===== src/frfc_pkg.sv =====
// Package for the finite radix fraction check block.
// Holds the default operand width and the reset value of the base register.
// No dependencies.
package frfc_pkg;

  // Default width of the denominator, the base and the divider datapath.
  localparam int VALUE_BITS_DEF = 31;

  // Base register value after reset.
  localparam int RADIX_RESET = 10;

endpackage


===== src/finite_radix_fraction_check_core.sv =====
// Top level of the finite radix fraction check block.
// Sequencer, base register and result register; uses frfc_div and frfc_pkg.
//
//   channel  | handshake              | payload
//   ---------+------------------------+---------------------------
//   cfg      | cfg_valid / cfg_ready  | radix_base
//   in       | in_valid  / in_ready   | denom_value
//   out      | out_valid / out_ready  | not_finite, bad_denom
//
// Each item is worked on alone. A zero denominator goes from idle straight to done.
// Otherwise every Euclid remainder step and every reduction d / gcd costs one
// pass of the shared divider, so the time an item takes grows with the number
// of divider passes. in_ready is high only while the sequencer is idle, and a
// finished result waits in the output register while the next item is taken.
// Reset (rst, synchronous) clears the sequencer and output valid and loads the
// base register with 10. Configuration writes are always accepted.
module finite_radix_fraction_check_core #(
  parameter int VALUE_BITS = frfc_pkg::VALUE_BITS_DEF
) (
  input  logic                  clk,
  input  logic                  rst,
  input  logic                  cfg_valid,
  output logic                  cfg_ready,
  input  logic [VALUE_BITS-1:0] radix_base,
  input  logic                  in_valid,
  output logic                  in_ready,
  input  logic [VALUE_BITS-1:0] denom_value,
  output logic                  out_valid,
  input  logic                  out_ready,
  output logic                  not_finite,
  output logic                  bad_denom
);
  import frfc_pkg::*;

  typedef enum logic [2:0] {
    S_IDLE,
    S_GCD_TEST,
    S_GCD_WAIT,
    S_RED_WAIT,
    S_DONE
  } state_t;

  state_t state;

  // base is the configured radix; d is the denominator being reduced; a and c
  // are the Euclid pair for gcd(d, base).
  logic [VALUE_BITS-1:0] base;
  logic [VALUE_BITS-1:0] d;
  logic [VALUE_BITS-1:0] a;
  logic [VALUE_BITS-1:0] c;
  logic                  res_nf;
  logic                  res_bad;

  logic                  div_start;
  logic [VALUE_BITS-1:0] div_num;
  logic [VALUE_BITS-1:0] div_den;
  logic                  div_busy;
  logic                  div_done;
  logic [VALUE_BITS-1:0] div_quo;
  logic [VALUE_BITS-1:0] div_rem;
  logic                  gcd_found;

  assign cfg_ready = 1'b1;
  assign in_ready  = (state == S_IDLE);

  // When c reaches zero the gcd sits in a. A gcd other than one means d is
  // divided by it; otherwise the next Euclid step computes a mod c.
  assign gcd_found = (c == '0);
  assign div_start = (state == S_GCD_TEST) && !(gcd_found && a == VALUE_BITS'(1));
  assign div_num   = gcd_found ? d : a;
  assign div_den   = gcd_found ? a : c;

  frfc_div #(
    .W (VALUE_BITS)
  ) u_div (
    .clk   (clk),
    .rst   (rst),
    .start (div_start),
    .num   (div_num),
    .den   (div_den),
    .busy  (div_busy),
    .done  (div_done),
    .quo   (div_quo),
    .rem   (div_rem)
  );

  always_ff @(posedge clk) begin
    if (rst) begin
      state     <= S_IDLE;
      base      <= VALUE_BITS'(RADIX_RESET);
      out_valid <= 1'b0;
    end else begin
      if (cfg_valid && cfg_ready) begin
        base <= radix_base;
      end
      // In S_DONE the case arm below owns out_valid.
      if (out_valid && out_ready && state != S_DONE) begin
        out_valid <= 1'b0;
      end
      case (state)
        S_IDLE: begin
          if (in_valid) begin
            if (denom_value == '0) begin
              res_bad <= 1'b1;
              res_nf  <= 1'b0;
              state   <= S_DONE;
            end else begin
              res_bad <= 1'b0;
              d       <= denom_value;
              a       <= denom_value;
              c       <= base;
              state   <= S_GCD_TEST;
            end
          end
        end
        S_GCD_TEST: begin
          if (gcd_found && a == VALUE_BITS'(1)) begin
            // No common factor left: finite exactly when d is down to one.
            res_nf <= (d != VALUE_BITS'(1));
            state  <= S_DONE;
          end else if (gcd_found) begin
            state <= S_RED_WAIT;
          end else begin
            state <= S_GCD_WAIT;
          end
        end
        S_GCD_WAIT: begin
          if (div_done) begin
            a     <= c;
            c     <= div_rem;
            state <= S_GCD_TEST;
          end
        end
        S_RED_WAIT: begin
          if (div_done) begin
            d     <= div_quo;
            a     <= div_quo;
            c     <= base;
            state <= S_GCD_TEST;
          end
        end
        S_DONE: begin
          // Wait for the output register to be free, then hand the result over.
          if (!out_valid || out_ready) begin
            out_valid  <= 1'b1;
            not_finite <= res_nf;
            bad_denom  <= res_bad;
            state      <= S_IDLE;
          end
        end
        default: begin
          state <= S_IDLE;
        end
      endcase
    end
  end

  // A zero denominator is never also reported as not finite.
  a_flags_exclusive: assert property (@(posedge clk) disable iff (rst)
    out_valid |-> !(bad_denom && not_finite))
    else $error("bad_denom and not_finite both set");

  // The Euclid pair never degenerates to a zero gcd candidate.
  a_gcd_nonzero: assert property (@(posedge clk) disable iff (rst)
    (state == S_GCD_TEST) |-> a != '0)
    else $error("gcd candidate is zero");

  // Once an item is taken the block stops accepting until it is finished.
  a_busy_after_accept: assert property (@(posedge clk) disable iff (rst)
    (in_valid && in_ready) |=> !in_ready)
    else $error("input accepted twice in a row");

  // The sequencer only waits on the divider while it is running or finishing.
  a_wait_has_div: assert property (@(posedge clk) disable iff (rst)
    (state == S_GCD_WAIT || state == S_RED_WAIT) |-> (div_busy || div_done))
    else $error("waiting on an idle divider");

endmodule


===== src/frfc_div.sv =====
// Shared restoring divider, one quotient bit per cycle.
// Depends on frfc_pkg for the default operand width.
module frfc_div #(
  parameter int W = frfc_pkg::VALUE_BITS_DEF
) (
  input  logic         clk,
  input  logic         rst,
  input  logic         start,
  input  logic [W-1:0] num,
  input  logic [W-1:0] den,
  output logic         busy,
  output logic         done,
  output logic [W-1:0] quo,
  output logic [W-1:0] rem
);
  import frfc_pkg::*;

  localparam int CW = $clog2(W + 1);

  logic [CW-1:0] count;
  logic [W-1:0]  q;
  logic [W-1:0]  r;
  logic [W-1:0]  dsr;
  logic [W:0]    trial;
  logic [W:0]    diff;

  // Shift the next dividend bit into the partial remainder and try a subtract.
  assign trial = {r, q[W-1]};
  assign diff  = trial - {1'b0, dsr};

  always_ff @(posedge clk) begin
    if (rst) begin
      busy <= 1'b0;
      done <= 1'b0;
    end else begin
      done <= 1'b0;
      if (start) begin
        busy  <= 1'b1;
        count <= CW'(W);
        q     <= num;
        r     <= '0;
        dsr   <= den;
      end else if (busy) begin
        if (!diff[W]) begin
          r <= diff[W-1:0];
          q <= {q[W-2:0], 1'b1};
        end else begin
          r <= trial[W-1:0];
          q <= {q[W-2:0], 1'b0};
        end
        count <= count - CW'(1);
        if (count == CW'(1)) begin
          busy <= 1'b0;
          done <= 1'b1;
        end
      end
    end
  end

  assign quo = q;
  assign rem = r;

  // A new division must never be started on top of one in flight.
  a_no_restart: assert property (@(posedge clk) disable iff (rst) start |-> !busy)
    else $error("divider started while busy");

  // The sequencer only ever divides by a nonzero value.
  a_den_nonzero: assert property (@(posedge clk) disable iff (rst) start |-> den != '0)
    else $error("divider started with zero divisor");

  // Done follows the busy period and is a single pulse.
  a_done_pulse: assert property (@(posedge clk) disable iff (rst) done |=> !done)
    else $error("divider done held for more than one cycle");

endmodule


===== config.mk =====
export PLATFORM = sky130hd
export DESIGN_NAME = finite_radix_fraction_check_core
export DESIGN_NICKNAME = d
export VERILOG_FILES = /design/src/frfc_pkg.sv /design/src/finite_radix_fraction_check_core.sv /design/src/frfc_div.sv
export SDC_FILE = /design/constraint.sdc
export NUM_CORES = 1
export LEC_CHECK = 0
export ABC_AREA = 1
export BUFFER_PORTS_ARGS = -buffer_cell sky130_fd_sc_hd__buf_2
export CAP_MARGIN = 15
export CORE_UTILIZATION = 49
export CTS_CLUSTER_SIZE = 40
export DETAILED_ROUTE_END_ITERATION = 12
export GPL_ROUTABILITY_DRIVEN = 0
export PLACE_DENSITY = 0.66
export SYNTH_ARGS = -nofsm -noshare
export SYNTH_HDL_FRONTEND = slang
export SYNTH_HIERARCHICAL = 1
export SYNTH_SLANG_ARGS = --single-unit
export TNS_END_PERCENT = 30

===== constraint.sdc =====
create_clock -name clk -period 10.7 [get_ports clk]
set_input_delay 0.535 -clock clk [delete_from_list [all_inputs] [get_ports clk]]
set_output_delay 0.535 -clock clk [all_outputs]
set_load 0.005 [all_outputs]

# Word-level counts from Yosys, hierarchy flattened
# Index checks and enable logic that the tools add are counted.
# word_totals
ff_bits	232
inputBits	67
elab_cells	98
# classes
add_sub_neg	2
eq_ne	16
mux	38
bitwise_logic	2
reduce_logical	24
# op_table
operator	n
31-bit 2-to-1 mux	14
31-bit one-hot mux with 3 select lines	2
31-bit logical NOT	2
31-bit one-hot mux with 2 select lines	1
32-bit by 31-bit subtractor with 32-bit output	1
31-bit by 1-bit equality test with 1-bit output, second input constant	1
31-bit by 1-bit inequality test with 1-bit output, second input constant	1
3-bit 2-to-1 mux	5
1-bit 2-to-1 mux	13
3-bit one-hot mux with 4 select lines	1
2-bit by 1-bit inequality test with 1-bit output, second input constant	5
5-bit AND reduction	2
3-bit AND reduction	3
3-bit by 2-bit equality test with 1-bit output, second input constant	2
2-bit inequality test, second input constant	3
6-bit AND reduction	1
2-bit nonzero test	3
5-bit by 1-bit equality test with 1-bit output, second input constant	1
5-bit 2-to-1 mux	1
5-bit by 1-bit subtractor with 5-bit output, second input constant	1
1-bit logical AND	4
2-bit AND reduction	2
3-bit by 1-bit equality test with 1-bit output, second input constant	1
3-bit equality test, second input constant	1
other kinds (9)	11

# Depth between registers and ports, before layout
# depth
ltp_word	6
ltp_mapped	18
mapped_depth_nobuf	17

# Modules after synthesis
# The synthesis kept the hierarchy.
# by_module_without_submodules
mod	n_inst	cells_per_inst	area_per_inst_um2
frfc_div	1	906	6742.7
finite_radix_fraction_check_core	1	720	6495.0

# Worst setup path after synthesis
# OpenSTA, ideal clock, no wires.
# synth_timing
kind	reg2reg
from	register state[2]
to	register a[0] (enable)
setup_ps	558
arrival_time_ps	5212
t_required_ps	10142
path_slack_ps	4930
path_stages_with_launch	6
n_path_buf	1
synth_period_minus_slack_ps	5770
cell_sequence	dfxtp_1 nor2_8 nand2_4 buf_4 o22ai_1 nor3_1
# synth_via
elab_chain_cells	3
word_cells_on_any_way	9
# synth_lines
element	line	source
start, declared	finite_radix_fraction_check_core.sv:43	state_t state;
start signal, assigned	finite_radix_fraction_check_core.sv:89	state <= S_IDLE;
start signal, assigned	finite_radix_fraction_check_core.sv:106	state <= S_DONE;
start signal, assigned	finite_radix_fraction_check_core.sv:112	state <= S_GCD_TEST;
3-bit by 2-bit equality test with 1-bit output or 3-bit logical NOT (tied branches)	finite_radix_fraction_check_core.sv:100	case (state)
2-bit by 1-bit inequality test with 1-bit output (no line), or another cell as far along	-	
6-bit AND reduction (no line) *	-	
end signal, assigned	finite_radix_fraction_check_core.sv:110	a <= denom_value;
end signal, assigned	finite_radix_fraction_check_core.sv:137	a <= div_quo;
end, declared	finite_radix_fraction_check_core.sv:49	logic [VALUE_BITS-1:0] a;
# Mark *: on every way between the ends. The rest lies on a longest branch, timed or not.
# A chain may end at the register's enable or synchronous reset.

# Final worst setup path
# layout_timing
from	register c[23]
to	register u_div.r[9] (netlist: u_div/rem[9]) (enable)
# layout_via
elab_chain_cells	6
# layout_lines
element	line	source
start, declared	finite_radix_fraction_check_core.sv:50	logic [VALUE_BITS-1:0] c;
start signal, assigned	finite_radix_fraction_check_core.sv:111	c <= base;
start signal, assigned	finite_radix_fraction_check_core.sv:130	c <= div_rem;
start signal, assigned	finite_radix_fraction_check_core.sv:138	c <= base;
31-bit logical NOT	finite_radix_fraction_check_core.sv:68	assign gcd_found = (c == '0);
1-bit logical AND	finite_radix_fraction_check_core.sv:69	assign div_start = (state == S_GCD_TEST) && !(gcd_found && a == VALUE_BITS'(1));
1-bit logical NOT	finite_radix_fraction_check_core.sv:69	
1-bit logical AND	finite_radix_fraction_check_core.sv:69	
net div_start	finite_radix_fraction_check_core.sv:54	logic div_start;
2-bit nonzero test (no line)	-	
2-bit AND reduction (no line)	-	
end signal, assigned	frfc_div.sv:45	r <= diff[W-1:0];
end signal, assigned	frfc_div.sv:48	r <= trial[W-1:0];
end, declared	frfc_div.sv:22	logic [W-1:0] r;
# The timed path passes the listed nets, and every way through them passes these cells.

==> results.py <==
metrics = {
    "die": {
        "pin_count": 72,
        "fp.dieArea_um2": 27700,
        "core.rowCount": 59,
        "die_h_um": 166,
        "initial_core_util": 0.504,
        "die_w_um": 166,
        "core_um2": 26300,
    },
    "worst_setup_path": {
        "critPathCaptureType": "register",
        "crit_type": "reg2reg",
        "rr_startpoint": "c[23]",
        "r2r_setup_slack_ps": 6730,
        "required_ps": 10830,
        "crit_path_start_kind": "register",
        "cp.arrival_ps": 4100,
        "crit_fanout": 68,
        "reg2reg_depth": 14,
        "r2r-end": "u_div/rem[9]",
    },
    "timing": {
        "grt_setup_unrepaired": "no",
        "worstMarginPinSlew_ps": 1100,
        "setup_tns_ps": 0,
        "maxSlewHeadroom": 0.268,
        "hold_violations": 0,
        "finalSetupViolCount": 0,
        "fin_crit_ps": 3970,
        "clock_skew_ps": 12.7,
        "fin_crit_sh": 0.371,
        "fmax_ghz": 0.252,
        "finalMaxSlewViolations": 0,
    },
    "synthesis": {
        "synth_area_um2": 13200,
        "synth_seq_cells": 232,
        "yosysTopAreaCell": "edfxtp_1",
        "synth_top_area_frac": 0.442,
        "synth_ff_type": "edfxtp_1",
        "yosys.cell_types.count": 43,
        "synthArstFlopShare": 0,
        "ys_top_cells_by_area": "edfxtp_1 (44%), nand2_1 (14%), inv_1 (7.0%), nor2_1 (5.7%), dfxtp_1 (5.6%)",
        "syn_area_per_cell_um2": 8.14,
        "synth_edf_count": 195,
        "synthesis.nets": 1727,
        "synth_cells": 1626,
        "synth-seq-area-share": 0.498,
        "yosys_warnings": 6,
    },
    "detailed_routing": {
        "via_per_inst": 5.34,
        "drtPass1Iterations": 5,
        "route.detailed.drc": 0,
        "dr.first_iter.drc_count": 1165,
        "routed-via-count": 10800,
        "routed_wl_um": 35200,
        "wire_per_inst_um": 17.3,
        "ant_nets": 0,
    },
    "cts": {
        "clock_latency_ps": 520,
        "cts_hold_buf": 0,
        "cts_resized": 0,
        "root_buffer": "clkbuf_16",
        "htreeDepth": 1,
        "cts_setup_buffers": 0,
        "clk_pin_slew_ps": 60,
        "clock_path_buffers": 3,
        "cts_tree": "built",
        "cts_buffers": 24,
        "cts_sinks": 232,
    },
    "grt": {
        "grt_usage": 0.256,
        "grt_pass1_vias": 10400,
        "antenna_found_initial": 0,
        "grt_max_degree": 69,
        "grt_pass1_wl_um": 55600,
        "gr-total-overflow": 0,
    },
    "placed_design": {
        "hpwl_um": 25500,
        "place_area_um2": 13800,
        "io_buffers": 70,
    },
    "layout": {
        "finish.instance_area_um2": 14600,
        "layout.nets": 1778,
        "n_antenna_cell": 0,
        "drive_gt1_frac": 0.109,
        "synthToLayoutAreaGrowth_pct": 10.5,
    },
    "job": {
        "drv_cap": 0,
    },
    "hold_path": {
        "hold_path_end": "base[4]",
        "hp-start": "radix_base[4]",
        "holdPathStages": 3,
        "hold_class": "in2reg",
    },
    "power": {
        "p_leak_uw": 0.00672,
        "ir_drop_uv": 283,
        "power_density_nw_per_um2": 282,
    },
    "outcome": {
        "status": "finished, final reports clean",
    },
}
## power breakdown
part | switching (uW) | leakage [uW] | internal (uW)
Clock | 343 | 0.000399 | 505
Combinational | 1190 | 0.00420 | 539
Sequential | 150 | 0.00212 | 1400
## worst max path at each step
stage / cells after the start / from / slack (ps) / to
after global placement: 13 / c[23] / 6720 / u_div/rem[5]
after floorplan: 5 / state[2] / 4930 / a[0]
after detailed placement: 14 / c[23] / 6800 / u_div/rem[7]
final: 14 / c[23] / 6730 / u_div/rem[9]
after CTS: 14 / c[23] / 6770 / u_div/rem[9]
after global routing: 16 / c[23] / 6440 / u_div/busy
## per-layer routing
metal | vias up | GRT usage | part of all wire
met1 | 5036 | 0.371 | 0.45
met2 | 430 | 0.410 | 0.45
met5 | - | 0 | 0
met3 | 55 | 0.0257 | 0.074
li1 | 5324 | - | -
met4 | 0 | 0.0660 | 0.023
## registers in the layout (all words and copies together), names as in the netlist
register     flops
u_div/count      5
c               31
a               31
res_bad          1
bad_denom        1
not_finite       1
base            31
u_div/dsr       31
d               31
u_div/busy       1
u_div/done       1
state            3
out_valid        1
u_div/quo       31
res_nf           1
u_div/rem       31
## final cells by class
| type | count | area, um^2 |
|---|---|---|
| Inverter | 266 | 998 |
| Clock inverter | 9 | 95.1 |
| Sequential cell | 232 | 6600 |
| Multi-Input combinational cell | 1076 | 5400 |
| Fill cell | 2397 | 11600 |
| Clock buffer | 35 | 704 |
| Tap cell | 335 | 419 |
| Timing Repair Buffer | 77 | 423 |
## cell usage after synthesis, drive strengths merged (2+ instances only)
cell type / instances
mux2: 31
xor2: 15
a21oi: 29
nor3: 9
a21o: 2
nand3: 43
nor2: 229
buf: 27
nand4: 7
o221ai: 31
clkbuf: 25
o21ai: 128
nand3b: 9
o21bai: 4
dfxtp: 37
nor4: 4
inv: 266
edfxtp: 195
ha: 33
nand2: 495
## cells in the final DEF (no fill, tap or decap), types with 23 or more instances in the layout
| cell type | count |
|---|---|
| nor2_2 | 23 |
| o21ai_0 | 36 |
| mux2_1 | 31 |
| a21oi_1 | 26 |
| edfxtp_1 | 195 |
| o21ai_1 | 92 |
| nor2_1 | 201 |
| o221ai_1 | 31 |
| clkbuf_16 | 26 |
| inv_1 | 247 |
| nand2_1 | 479 |
| buf_2 | 70 |
| dfxtp_1 | 37 |
| nand3_1 | 42 |
| ha_1 | 33 |
## cell families after synthesis
family                     share of synthesized area
AOI/OAI and AO/OA                             0.0855
xor gates and xnor gates                     0.00992
adders and majority gates                     0.0327
buffers and inverters                         0.0967
DFF                                            0.498
muxes                                         0.0264
other                                       0.000283
and+or+nand+nor                                0.250
## critical path, stage by stage, from the launching register on
cell,delay (ps)
edfxtp_1,390
nor2_1,130
nand3_1,130
nor2_1,170
nand2_1,110
nor2_4,80
buf_4,530
nand2_1,140
nand2_2,110
inv_1,260
buf_16,270
inv_2,50
buf_4,610
a21oi_4,80
buf_4,420
## per-stage QoR
stage / worst slack [ps] / hold WS [ps] / total power (uW) / instances / util
after CTS: 6770 / 235 / 4120 / 2030 / 0.557
final: 6730 / 237 / 4130 / 2030 / 0.557
after global placement: 6720 / 423 / 3230 / 1985 / 0.525
after detailed placement: 6800 / 409 / 3260 / 1986 / 0.526
after floorplan: 4930 / 400 / 2830 / 1626 / -
after global routing: 6440 / 244 / 4400 / 2030 / 0.557
No activity file was read; power rests on OpenSTA's default activity.
